## config.mk

```make
export PLATFORM = sky130hd
export DESIGN_NAME = i2c_master_bit_engine
export DESIGN_NICKNAME = d
export VERILOG_FILES = /design/src/hw/rtl/i2cmbe_pkg.sv /design/src/hw/rtl/i2c_master_bit_engine.sv
export SDC_FILE = /design/constraint.sdc
export NUM_CORES = 1
export LEC_CHECK = 0
export ABC_AREA = 1
export BUFFER_PORTS_ARGS = -buffer_cell sky130_fd_sc_hd__buf_2
export CAP_MARGIN = 20
export CELL_PAD_IN_SITES_DETAIL_PLACEMENT = 1
export CELL_PAD_IN_SITES_GLOBAL_PLACEMENT = 1
export CORE_AREA = 2 2 72 125
export DETAILED_ROUTE_END_ITERATION = 10
export DIE_AREA = 0 0 74 127
export PLACE_DENSITY = 0.87
export SLEW_MARGIN = 25
export SYNTH_ARGS = -nofsm -noshare
export SYNTH_HDL_FRONTEND = slang
export SYNTH_SLANG_ARGS = --single-unit
```

## constraint.sdc

```tcl
create_clock -name clk_i -period 5.4 [get_ports clk_i]
set_clock_uncertainty 0.1 [all_clocks]
set_input_delay 1.08 -clock clk_i [delete_from_list [all_inputs] [get_ports clk_i]]
set_output_delay 1.08 -clock clk_i [all_outputs]
set_load 0.01 [all_outputs]
```

## src/hw/rtl/i2cmbe_pkg.sv

```systemverilog
// i2cmbe_pkg: action codes, transfer payload types and constants for the i2c master bit engine
// no dependencies
`default_nettype none

package i2cmbe_pkg;

  typedef enum logic [2:0] {
    ACT_TICK    = 3'd0,
    ACT_START   = 3'd1,
    ACT_STOP    = 3'd2,
    ACT_WRITE   = 3'd3,
    ACT_READ    = 3'd4,
    ACT_WAITACK = 3'd5,
    ACT_ACK     = 3'd6,
    ACT_NACK    = 3'd7
  } action_e;

  localparam logic [7:0] HalfPeriodReset = 8'd10;
  localparam logic [2:0] LastBit         = 3'd7;
  localparam int unsigned RegIdxHalf     = 0;

  typedef struct packed {
    action_e    action;
    logic [7:0] data_byte;
    logic       sda_in;
  } in_t;

  typedef struct packed {
    logic       scl_level;
    logic       sda_level;
    logic       busy_res;
    logic       done_res;
    logic [7:0] read_data;
    logic       no_ack;
    logic       rejected;
  } out_t;

endpackage

`default_nettype wire

```

## src/hw/rtl/i2c_master_bit_engine.sv

```systemverilog
// i2c_master_bit_engine: top level, bit sequencer with registered result and apb register
// depends on i2cmbe_pkg
`default_nettype none

// Bit-level I2C master. Every input transfer is a timer tick or a command (start, stop,
// write byte, read byte, wait ack, ack, nack); commands are taken only while idle and are
// otherwise flagged as rejected. Each delay between pin changes lasts half_period_ticks
// ticks (register at byte address 0, reset 10, 0 acts as 1). One item is accepted every
// clock cycle unless stalled; the output register shows its result in the next cycle;
// the input side stalls only while that register holds a result the output side stalls.
module i2c_master_bit_engine
  import i2cmbe_pkg::*;
(
  input  wire logic        clk_i,
  input  wire logic        rst_ni,
  input  wire logic        in_valid_i,
  output logic             in_stall_o,
  input  wire in_t         in_data_i,
  output logic             out_valid_o,
  input  wire logic        out_stall_i,
  output out_t             out_data_o,
  input  wire logic        psel,
  input  wire logic        penable,
  input  wire logic        pwrite,
  input  wire logic [2:0]  paddr,
  input  wire logic [31:0] pwdata,
  output logic [31:0]      prdata,
  output logic             pready
);

  logic       half_zero;
  logic [7:0] half_ticks_q;
  logic       scl_q, scl_d;
  logic       sda_q, sda_d;
  action_e    cmd_q, cmd_d;
  logic [1:0] phase_q, phase_d;
  logic [2:0] bit_q, bit_d;
  logic [7:0] shift_q, shift_d;
  logic [7:0] wait_q, wait_d;
  logic       ack_q, ack_d;
  logic       in_accept;
  logic       out_valid_q, out_valid_d;
  out_t       out_q, res;
  logic [7:0] load_val;
  logic       fin;
  logic       cfg_write;

  assign pready    = 1'b1;
  assign cfg_write = psel && penable && pwrite && (paddr == 3'(RegIdxHalf * 4));
  assign prdata    = (paddr == 3'(RegIdxHalf * 4)) ? {24'd0, half_ticks_q} : 32'd0;

  always_ff @(posedge clk_i or negedge rst_ni) begin
    if (!rst_ni) begin
      half_ticks_q <= HalfPeriodReset;
    end else if (cfg_write) begin
      half_ticks_q <= pwdata[7:0];
    end
  end

  assign half_zero = (half_ticks_q == 8'd0);
  assign load_val  = half_zero ? 8'd1 : half_ticks_q;

  assign in_stall_o = out_valid_q && out_stall_i;
  assign in_accept  = in_valid_i && !in_stall_o;

  always_comb begin
    scl_d   = scl_q;
    sda_d   = sda_q;
    cmd_d   = cmd_q;
    phase_d = phase_q;
    bit_d   = bit_q;
    shift_d = shift_q;
    wait_d  = wait_q;
    ack_d   = ack_q;
    fin     = 1'b0;
    res     = '0;
    if (in_data_i.action != ACT_TICK) begin
      if (cmd_q != ACT_TICK) begin
        res.rejected = 1'b1;
      end else begin
        cmd_d   = in_data_i.action;
        phase_d = 2'd0;
        bit_d   = 3'd0;
        wait_d  = load_val;
        unique case (in_data_i.action)
          ACT_START: begin
            sda_d = 1'b1;
            scl_d = 1'b1;
          end
          ACT_STOP: begin
            sda_d = 1'b0;
            scl_d = 1'b1;
          end
          ACT_WRITE: begin
            shift_d = in_data_i.data_byte;
            sda_d   = in_data_i.data_byte[7];
          end
          ACT_READ: begin
            shift_d = 8'd0;
            scl_d   = 1'b1;
          end
          ACT_ACK: sda_d = 1'b0;
          default: sda_d = 1'b1;
        endcase
      end
    end else if (cmd_q != ACT_TICK) begin
      if (wait_q > 8'd1) begin
        wait_d = wait_q - 8'd1;
      end else begin
        wait_d = load_val;
        unique case (cmd_q)
          ACT_START: begin
            if (phase_q == 2'd0) begin
              sda_d   = 1'b0;
              phase_d = 2'd1;
            end else if (phase_q == 2'd1) begin
              scl_d   = 1'b0;
              phase_d = 2'd2;
            end else begin
              fin = 1'b1;
            end
          end
          ACT_STOP: begin
            sda_d = 1'b1;
            fin   = 1'b1;
          end
          ACT_WRITE: begin
            if (phase_q == 2'd0) begin
              scl_d   = 1'b1;
              phase_d = 2'd1;
            end else if (phase_q == 2'd1) begin
              scl_d   = 1'b0;
              if (bit_q == LastBit) sda_d = 1'b1;
              shift_d = {shift_q[6:0], 1'b0};
              phase_d = 2'd2;
            end else if (bit_q == LastBit) begin
              fin = 1'b1;
            end else begin
              bit_d   = bit_q + 3'd1;
              sda_d   = shift_q[7];
              phase_d = 2'd0;
            end
          end
          ACT_READ: begin
            if (phase_q == 2'd0) begin
              shift_d = {shift_q[6:0], in_data_i.sda_in};
              scl_d   = 1'b0;
              phase_d = 2'd1;
            end else if (bit_q == LastBit) begin
              fin = 1'b1;
            end else begin
              bit_d   = bit_q + 3'd1;
              scl_d   = 1'b1;
              phase_d = 2'd0;
            end
          end
          ACT_WAITACK: begin
            if (phase_q == 2'd0) begin
              scl_d   = 1'b1;
              phase_d = 2'd1;
            end else if (phase_q == 2'd1) begin
              ack_d   = in_data_i.sda_in;
              scl_d   = 1'b0;
              phase_d = 2'd2;
            end else begin
              fin = 1'b1;
            end
          end
          ACT_ACK, ACT_NACK: begin
            if (phase_q == 2'd0) begin
              scl_d   = 1'b1;
              phase_d = 2'd1;
            end else if (phase_q == 2'd1) begin
              scl_d   = 1'b0;
              phase_d = 2'd2;
            end else begin
              if (cmd_q == ACT_ACK) sda_d = 1'b1;
              fin = 1'b1;
            end
          end
          default: fin = 1'b1;
        endcase
        if (fin) begin
          res.done_res = 1'b1;
          if (cmd_q == ACT_READ) res.read_data = shift_q;
          if (cmd_q == ACT_WAITACK) res.no_ack = ack_q;
          cmd_d   = ACT_TICK;
          phase_d = 2'd0;
          bit_d   = 3'd0;
          wait_d  = 8'd0;
        end
      end
    end
    res.scl_level = scl_d;
    res.sda_level = sda_d;
    res.busy_res  = (cmd_d != ACT_TICK);
  end

  always_ff @(posedge clk_i or negedge rst_ni) begin
    if (!rst_ni) begin
      scl_q   <= 1'b1;
      sda_q   <= 1'b1;
      cmd_q   <= ACT_TICK;
      phase_q <= 2'd0;
      bit_q   <= 3'd0;
      shift_q <= 8'd0;
      wait_q  <= 8'd0;
      ack_q   <= 1'b0;
    end else if (in_accept) begin
      scl_q   <= scl_d;
      sda_q   <= sda_d;
      cmd_q   <= cmd_d;
      phase_q <= phase_d;
      bit_q   <= bit_d;
      shift_q <= shift_d;
      wait_q  <= wait_d;
      ack_q   <= ack_d;
    end
  end

  assign out_valid_d = in_accept || (out_valid_q && out_stall_i);

  always_ff @(posedge clk_i or negedge rst_ni) begin
    if (!rst_ni) begin
      out_valid_q <= 1'b0;
    end else begin
      out_valid_q <= out_valid_d;
    end
  end

  always_ff @(posedge clk_i) begin
    if (in_accept) out_q <= res;
  end

  assign out_valid_o = out_valid_q;
  assign out_data_o  = out_q;

  a_idle_no_wait: assert property (@(posedge clk_i) disable iff (!rst_ni)
    (cmd_q == ACT_TICK) == (wait_q == 8'd0))
    else $error("delay counter out of step with command state");

  a_done_not_busy: assert property (@(posedge clk_i) disable iff (!rst_ni)
    out_valid_q && out_q.done_res |-> !out_q.busy_res && !out_q.rejected)
    else $error("done result still busy or rejected");

  a_cmd_starts: assert property (@(posedge clk_i) disable iff (!rst_ni)
    in_accept && (in_data_i.action != ACT_TICK) && (cmd_q == ACT_TICK)
    |=> (cmd_q != ACT_TICK) && out_valid_q && !out_q.rejected)
    else $error("command taken while idle did not start");

endmodule

`default_nettype wire
```

==> results of run 1 <==
[registers in the layout, indices dropped and copies added, names as in the netlist]
name / flops
out_data_o: 14
half_ticks_q: 8
shift_q: 8
wait_q: 8
bit_q: 3
cmd_q: 3
phase_q: 2
ack_q: 1
out_valid_o: 1
scl_q: 1
sda_q: 1
[kinds of logic after synthesis]
logic type      after synthesis  share of synthesized area [%]
compound gates               47                           7.53
simple gates                231                           34.8
flops                        50                           40.3
buf+inv                      87                           13.6
xor+xnor                      2                          0.533
other cells                   2                          0.228
fa+ha+maj                     8                           3.04
[final timing paths]
kind | startpoint | endpoint | slack (ps)
setup / recovery | paddr[1] | prdata[3] | 2250
hold reg to reg | shift_q[0] | shift_q[0] | 380
setup reg to reg | wait_q[0] | shift_q[2] | 3010
min in group asynchronous | rst_ni | shift_q[6] | 810
hold / removal | shift_q[0] | shift_q[0] | 380
max in group asynchronous | rst_ni | bit_q[2] | 3830
[cell type report]
| class | instances | share of cell area (%) |
|---|---|---|
| sequential | 50 | 35.6 |
| clock buffer | 5 | 3.36 |
| inverter | 55 | 5.61 |
| tap | 115 | 3.87 |
| multi-input combinational | 313 | 43.1 |
| timing repair buffer | 54 | 7.33 |
| clock inverter | 3 | 1.08 |
[cells in the mapped netlist]
master | n | area share [%]
ha_1 | 8 | 3.0
nand2_4 | 6 | 2.1
nand4_1 | 9 | 1.7
buf_4 | 25 | 5.7
inv_4 | 1 | 0.19
clkbuf_8 | 1 | 0.42
nor3_2 | 1 | 0.30
nand3_2 | 1 | 0.30
conb_1 | 2 | 0.23
clkinv_1 | 1 | 0.11
a21oi_1 | 5 | 0.76
a21oi_2 | 1 | 0.27
or3_1 | 1 | 0.19
o211ai_1 | 1 | 0.23
o21ai_1 | 3 | 0.46
o31ai_1 | 1 | 0.23
o21ai_0 | 33 | 5.0
nor2_1 | 32 | 3.7
o22ai_1 | 3 | 0.57
nand2_1 | 117 | 13
nor2_8 | 1 | 0.61
buf_6 | 1 | 0.34
nand3_1 | 36 | 5.5
dfstp_2 | 4 | 3.2
nand3_4 | 2 | 1.1
nor2_2 | 9 | 1.7
nand2_8 | 1 | 0.61
dfrtp_1 | 32 | 24
nor2_4 | 6 | 2.1
nor3_1 | 1 | 0.15
inv_1 | 47 | 5.4
nand2_2 | 8 | 1.5
buf_2 | 5 | 0.76
inv_2 | 6 | 0.68
xor2_1 | 2 | 0.53
edfxtp_1 | 14 | 13
[report_power, final]
part / total, mW / leakage [nW] / switching [mW] / internal (mW)
Clock: 0.364 / 0.0836 / 0.147 / 0.217
Combinational: 0.570 / 1.23 / 0.390 / 0.180
Sequential: 0.594 / 0.569 / 0.0909 / 0.503
[worst max-delay path, cell delays in order]
cell and delay (ps):
buf_2 90, or3_1 520, nor2_1 140, buf_2 140
[through the flow]
stage | total power, mW | setup WS (ps) | cells | area (µm²) | hold WS (ps)
2_1_floorplan | 1.03 | 2450 | 450 | 3380 | 342
3_3_place_gp | 1.13 | 2210 | 587 | 3560 | 356
3_5_place_dp | 1.17 | 2130 | 587 | 3560 | 369
4_1_cts | 1.55 | 2240 | 595 | 3720 | 387
5_1_grt | 1.64 | 2150 | 595 | 3720 | 405
6_report | 1.53 | 2250 | 595 | 3720 | 380
[layout by cell type, fill, tap and decap left out, drive strengths merged]
cell / synthesis / layout
dfrtp: 32 / 32
o21ai: 36 / 36
edfxtp: 14 / 14
o22ai: 3 / 3
clkbuf: 1 / 5
nand3: 39 / 39
xor2: 2 / 2
buf: 31 / 54
bufinv: 0 / 1
a21oi: 6 / 6
dfstp: 4 / 4
inv: 54 / 54
o31ai: 1 / 1
or3: 1 / 1
clkinv: 1 / 3
nor3: 2 / 2
conb: 2 / 25
o211ai: 1 / 1
ha: 8 / 8
nor2: 48 / 48
nand4: 9 / 9
nand2: 132 / 132
[metal layers]
layer	GRT usage [%]	wire, µm	up-vias
met5	0	0	-
met4	10.9	341	0
met3	2.60	318	23
met2	38.0	4880	87
met1	17.6	2970	1395
li1	-	-	1410
==> flow_summary.yaml, run 1 <==
run_status:
  status: "completed"
finish:
  multi_input_area_um2: 1610
  area_growth_syn_to_layout_pct: 13.2
  diodes: 0
  final_util_pct: 44.8
  register_area_um2: 1330
  drive_gt1_share_pct: 22.9
  fin_nets: 541
  fill_cells: 1082
sta:
  fmax_mhz: 318
  slew_headroom_pct: 39.6
  fin_crit_ps: 3150
  drv_slew: 0
  finalSetupTns_ps: 0
  final.period_utilization_pct: 58.2
  finalSetupViolations: 0
  rsz0062_at_grt: "no"
  worst_pin_slew_ps: 906
  hold_viol_final: 0
yosys:
  ys_seq_elements: 50
  ys_types: 36
  syn_avg_cell_area_um2: 7.70
  seq_area_frac_synth_pct: 40.3
  netlist_area_um2: 3290
  yosysWarningCount: 0
  synthCells: 427
die:
  ios: 103
  core_area_um2: 8310
  initial_core_util_pct: 39.6
  num_rows: 44
  die_area_um2: 9400
  die_x_um: 74
  fp.dieH_um: 127
clocking:
  hold_buffers: 0
  cts_made_buffers: 5
  cts_max_level: 2
  clk_latency_ps: 300
  post_cts_buffers: 0
  clk_pin_slew_ps: 70
  cts_resized: 0
  clock_sinks: 50
  cts_tree: "yes"
  clock_path_buffers: 2
  root_buffer: "clkbuf_16"
worst_hold_path:
  hold-path-cell-count: 2
  hp-class: "reg -> reg"
critical_path:
  critPathArrivalTime_ps: 1970
  worstPathRequired_ps: 4220
  ff2ff_path_depth: 11
  cp_max_fo: 9
  worst-setup-path-type: "in -> out"
  end_kind: "primary output"
  crit_path_start_kind: "primary input"
flow_run:
  drv_cap: 0
global_routing:
  grt_pass1_wl_mm: 14.1
  grt_pass1_vias: 3137
  grtUsageTotal_pct: 19.3
  grt_max_degree: 37
  grt_antenna_before_repair: 0
  gr-total-overflow: 0
detailed_routing:
  drc: 0
  wl_mm: 8.52
  ant_nets: 0
  viasPerCell: 4.90
  dr_total_vias: 2915
  drt-initial-drc-count: 97
  first_pass_iters: 6
  wl_per_cell_um: 14.3
placed_design:
  portBuffers: 53
  gp_congestion: 0.878
  hpwl_mm: 6.55
power:
  pwr_density_cell_nw_per_um2: 411
  leakage_nw: 1.88
  vdd_drop_max_v: 0.000171
Power figures use the tool's default switching activity.
==> inputs of run 2 (changes only) <==
Settings changed: CORE_AREA 2 2 72 125 to 2 2 75 130, DIE_AREA 0 0 74 127 to 0 0 77 132, PLACE_DENSITY 0.87 to 0.81.
Clock period 5.4 ns to 3.25 ns, I/O delays scaled along.
==> run 2 against run 1 <==
Die area increased by 8.2%. Critical path depth increased by 7. Sequential cell count unchanged. Total power increased by 65%. Non-clock buffer count increased by 1. Critical path type is now reg -> reg.
==> flow_summary.yaml, run 2 (synthesized netlist as in run 1, its figures left out) <==
detailed_routing:
  viasPerCell: 4.75
  drt-initial-drc-count: 101
  dr_total_vias: 2853
  first_pass_iters: 4
  wl_mm: 8.53
  drc: 0
  wl_per_cell_um: 14.2
  ant_nets: 0
clocking:
  cts_tree: "yes"
  clk_pin_slew_ps: 70
  root_buffer: "clkbuf_16"
  hold_buffers: 0
  post_cts_buffers: 0
  clock_sinks: 50
  clk_latency_ps: 290
  cts_made_buffers: 5
  cts_max_level: 2
  clock_path_buffers: 2
  cts_resized: 0
sta:
  worst_pin_slew_ps: 913
  hold_ws_ps: 386
  slew_headroom_pct: 39.1
  hold_viol_final: 0
  finalSetupTns_ps: 0
  finalSetupViolations: 0
  drv_slew: 0
  rsz0062_at_grt: "no"
  fmax_mhz: 423
  final.period_utilization_pct: 72.7
  fin_crit_ps: 2360
critical_path:
  cp_slowest_stage_delay_ps: 400
  cp_max_fo: 15
  r2r_slack_ps: 890
  cp_slowest_cell: "dfrtp_1"
  crit_top_cell: "nand2_1"
  path_cells: "inv_1 > ha_1 > nor2_1 > nor2_2 > nand2_1 > nand2_2 > nand3_2 > nor2_4 > nand2_4 > nand2_1 > nand2_1"
  crit_path_start_kind: "flop"
  timing.rr.start: "wait_q[0]"
  end_kind: "flop"
  r2r_end: "shift_q[6]"
  critPathArrivalTime_ps: 2450
  worstPathRequired_ps: 3340
  worst-setup-path-type: "reg -> reg"
  ff2ff_path_depth: 11
global_routing:
  grt_max_degree: 37
  grtUsageTotal_pct: 18.1
  grt_pass1_vias: 3105
  grt_pass1_wl_mm: 14.8
  grt_antenna_before_repair: 0
  gr-total-overflow: 0
die:
  initial_core_util_pct: 36.2
  fp.dieH_um: 132
  ios: 103
  die_x_um: 77
  die_area_um2: 10200
  num_rows: 46
  core_area_um2: 9090
finish:
  diodes: 0
  layout.cells.non_filler: 601
  layout_common_cells: "nand2_1 (117), buf_2 (53), inv_1 (47)"
  fin_area_um2: 3740
  drive_gt1_share_pct: 23.1
  final_common_cell: "nand2_1"
  fin_nets: 542
  area_growth_syn_to_layout_pct: 13.6
  largest_reg_flops: 14
power:
  power_mw: 2.52
  leakage_nw: 1.89
  pwr_density_cell_nw_per_um2: 675
  vdd_drop_max_v: 0.000286
placed_design:
  dpl_cell_area_um2: 3570
  portBuffers: 53
  dp_cells: 593
  hpwl_mm: 6.56
  gp_congestion: 0.878
run_status:
  status: "completed"
worst_hold_path:
  hp-class: "in -> async"
flow_run:
  drv_cap: 0
run 2: cell types whose count changed in the layout (fill, tap and decap cells not counted):
cell | previous run | this run
buf_4 | 1 | 2
run 2: routing by layer:
layer	global-route usage, %	routed length [µm]
met1	17.0	2990
met2	37.6	5010
met3	2.47	312
met4	7.04	216
met5	0	0
run 2: report_power, final:
part           total [mW]  switching (mW)  internal (mW)
logic               0.939           0.640          0.299
registers           0.990           0.154          0.836
clock network       0.593           0.233          0.361
run 2: critical path: cells and delay by family, from the launching register on:
family	cells	cell delay, ps
adders and majority gates	1	280
and+or+nand+nor	9	1350
buffers and inverters	1	120
DFF	1	400
run 2: per-stage QoR:
step,worst slack [ps],util [%]
CTS,837,41.1
global placement,622,39.3
detailed placement,565,39.3
floorplan,929,-
finish,889,41.1
global route,663,41.1
run 2: final cells by class:
class	instances	area, µm²
Clock inverter	3	40.0
Clock buffer	5	125
Multi-Input combinational cell	313	1610
Fill cell	1173	5360
Timing Repair Buffer	55	280
Tap cell	120	150
Inverter	55	209
Sequential cell	50	1330
run 2: worst max-delay path by stage:
stage	startpoint	endpoint	slack [ps]	cells after the start
after floorplan	in_data_i[10]	shift_q[0]	930	12
after global placement	in_data_i[10]	shift_q[5]	620	12
after detailed placement	in_data_i[10]	shift_q[6]	560	12
after CTS	wait_q[0]	shift_q[6]	840	11
after global routing	wait_q[1]	shift_q[1]	660	11
final	wait_q[0]	shift_q[6]	890	11
==> inputs of run 3 (changes only) <==
Clock period 3.25 ns to 2.31 ns, I/O delays scaled along.
==> run 3 against run 2 <==
Sequential share of layout area shrank 0.72 points. Clock power grew 22%. Hold slack got worse by 270 ps. Register-to-register slack got worse by 570 ps. Global-route usage rose by 0.078 points. Cell area rose by 2.1%. Die area unchanged. Critical path depth is the same. First-iteration DRC count decreased by 3.0%. Via count rose by 3.4%. Fmax grew 19%.
==> flow_summary.yaml, run 3 (synthesized netlist as in run 1, its figures left out) <==
run_status:
  status: "completed"
placed_design:
  gp_congestion: 0.932
  dpl_cell_area_um2: 3680
  dp_cells: 607
  portBuffers: 53
  hpwl_mm: 6.88
critical_path:
  cp_slowest_stage_delay_ps: 400
  crit_path_start_kind: "flop"
  worstPathRequired_ps: 2390
  critPathTopFamily: "simple AND/OR/NAND/NOR gates"
  crit_start: "wait_q[0]"
  worst-setup-path-type: "reg -> reg"
  path_cells: "inv_1 > ha_1 > nor2_1 > nor2_2 > nand2_1 > nand2_2 > inv_1 > nor2_4 > nand2_1 > nand2_1 > nand2_1"
  cp_max_fo: 9
  critPathArrivalTime_ps: 2070
  cp_slowest_cell: "dfrtp_1"
  crit_top_cell: "nand2_1"
  critPathBufInv: 2
  ff2ff_path_depth: 11
  end_kind: "flop"
  path_depth: 11
  timing.rr.start: "wait_q[0]"
clocking:
  clk_latency_ps: 290
  cts_resized: 0
  root_buffer: "clkbuf_16"
  hold_buffers: 0
  cts_made_buffers: 5
  cts_max_level: 2
  clk_pin_slew_ps: 70
  post_cts_buffers: 0
  cts_tree: "yes"
  clock_path_buffers: 2
  clock_sinks: 50
finish:
  largest_reg_flops: 14
  fin_nets: 556
  final_common_cell: "nand2_1"
  diodes: 0
  fin_area_um2: 3810
  drive_gt1_share_pct: 24.8
  area_growth_syn_to_layout_pct: 15.9
  layout.cells.non_filler: 615
  layout_common_cells: "nand2_1 (117), buf_2 (53), inv_1 (47)"
detailed_routing:
  viasPerCell: 4.80
  wl_per_cell_um: 14.1
  ant_nets: 0
  drt-initial-drc-count: 98
  drc: 0
  wl_mm: 8.69
  dr_total_vias: 2950
  first_pass_iters: 4
global_routing:
  grt_pass1_wl_mm: 14.8
  gr-total-overflow: 0
  grtUsageTotal_pct: 18.2
  grt_pass1_vias: 3193
  grt_max_degree: 37
  grt_antenna_before_repair: 0
power:
  pwr_density_cell_nw_per_um2: 924
  vdd_drop_max_v: 0.000409
  leakage_nw: 1.94
flow_run:
  drv_cap: 0
die:
  core_area_um2: 9090
  initial_core_util_pct: 36.2
  die_x_um: 77
  fp.dieH_um: 132
  die_area_um2: 10200
  ios: 103
  num_rows: 46
sta:
  finalSetupTns_ps: 0
  final.period_utilization_pct: 86.2
  worst_pin_slew_ps: 506
  fin_crit_ps: 1990
  rsz0062_at_grt: "no"
  hold_viol_final: 0
  slew_headroom_pct: 66.3
  drv_slew: 0
  finalSetupViolations: 0
  fmax_mhz: 502
worst_hold_path:
  hp-class: "in -> async"
## run 3: cell count changes in the layout (fill, tap and decap cells not counted), sizes merged
cell,previous run,this run
buf,55,69
bufinv,1,0
clkbuf,5,6
## run 3: where the power goes
group          leakage [nW]  total (mW)  internal, mW  switching, mW
Sequential            0.569        1.35          1.18          0.169
Clock                0.0683       0.722         0.397          0.325
Combinational          1.30        1.45         0.484          0.969
## run 3: stage by stage
step	hold slack [ps]	power, mW	setup WS, ps	utilization (%)
6_report	113	3.52	318	41.9
5_1_grt	180	3.81	126	41.9
4_1_cts	146	3.55	311	41.9
3_5_place_dp	363	2.81	150	40.4
3_3_place_gp	354	2.74	197	40.4
2_1_floorplan	66.4	2.40	177	-
## run 3: final cells by class
cell class / count / area, µm²
well taps: 120 / 150
repair buffers: 69 / 385
inverters: 55 / 209
multi-input cells: 313 / 1610
fillers: 1200 / 5280
flip-flops and latches: 50 / 1330
clock buffers: 6 / 129
clock inverters: 2 / 8.76
## run 3: worst register-to-register path: cells and delay by family, from the launching register on
| kind | cells | cell delay (ps) |
|---|---|---|
| adders and majority gates | 1 | 180 |
| DFF | 1 | 400 |
| buffers and inverters | 2 | 280 |
| and+or+nand+nor | 8 | 930 |
## run 3: worst paths after layout
| path | end | slack (ps) |
|---|---|---|
| hold reg to reg | shift_q[6] | 380 |
| setup reg to reg | bit_q[2] | 320 |
| hold / removal | bit_q[1] | 110 |
| min in group clk_i | half_ticks_q[2] | 270 |
| max in group asynchronous | half_ticks_q[1] | 1620 |
| setup / recovery | bit_q[2] | 320 |
## run 3: metal layers
layer	vias up	GRT usage [%]	share of wire, %
met2	77	37.5	59
met4	0	7.64	2.7
met5	-	0	0
met3	12	2.26	3.7
li1	1439	-	-
met1	1422	17.2	35
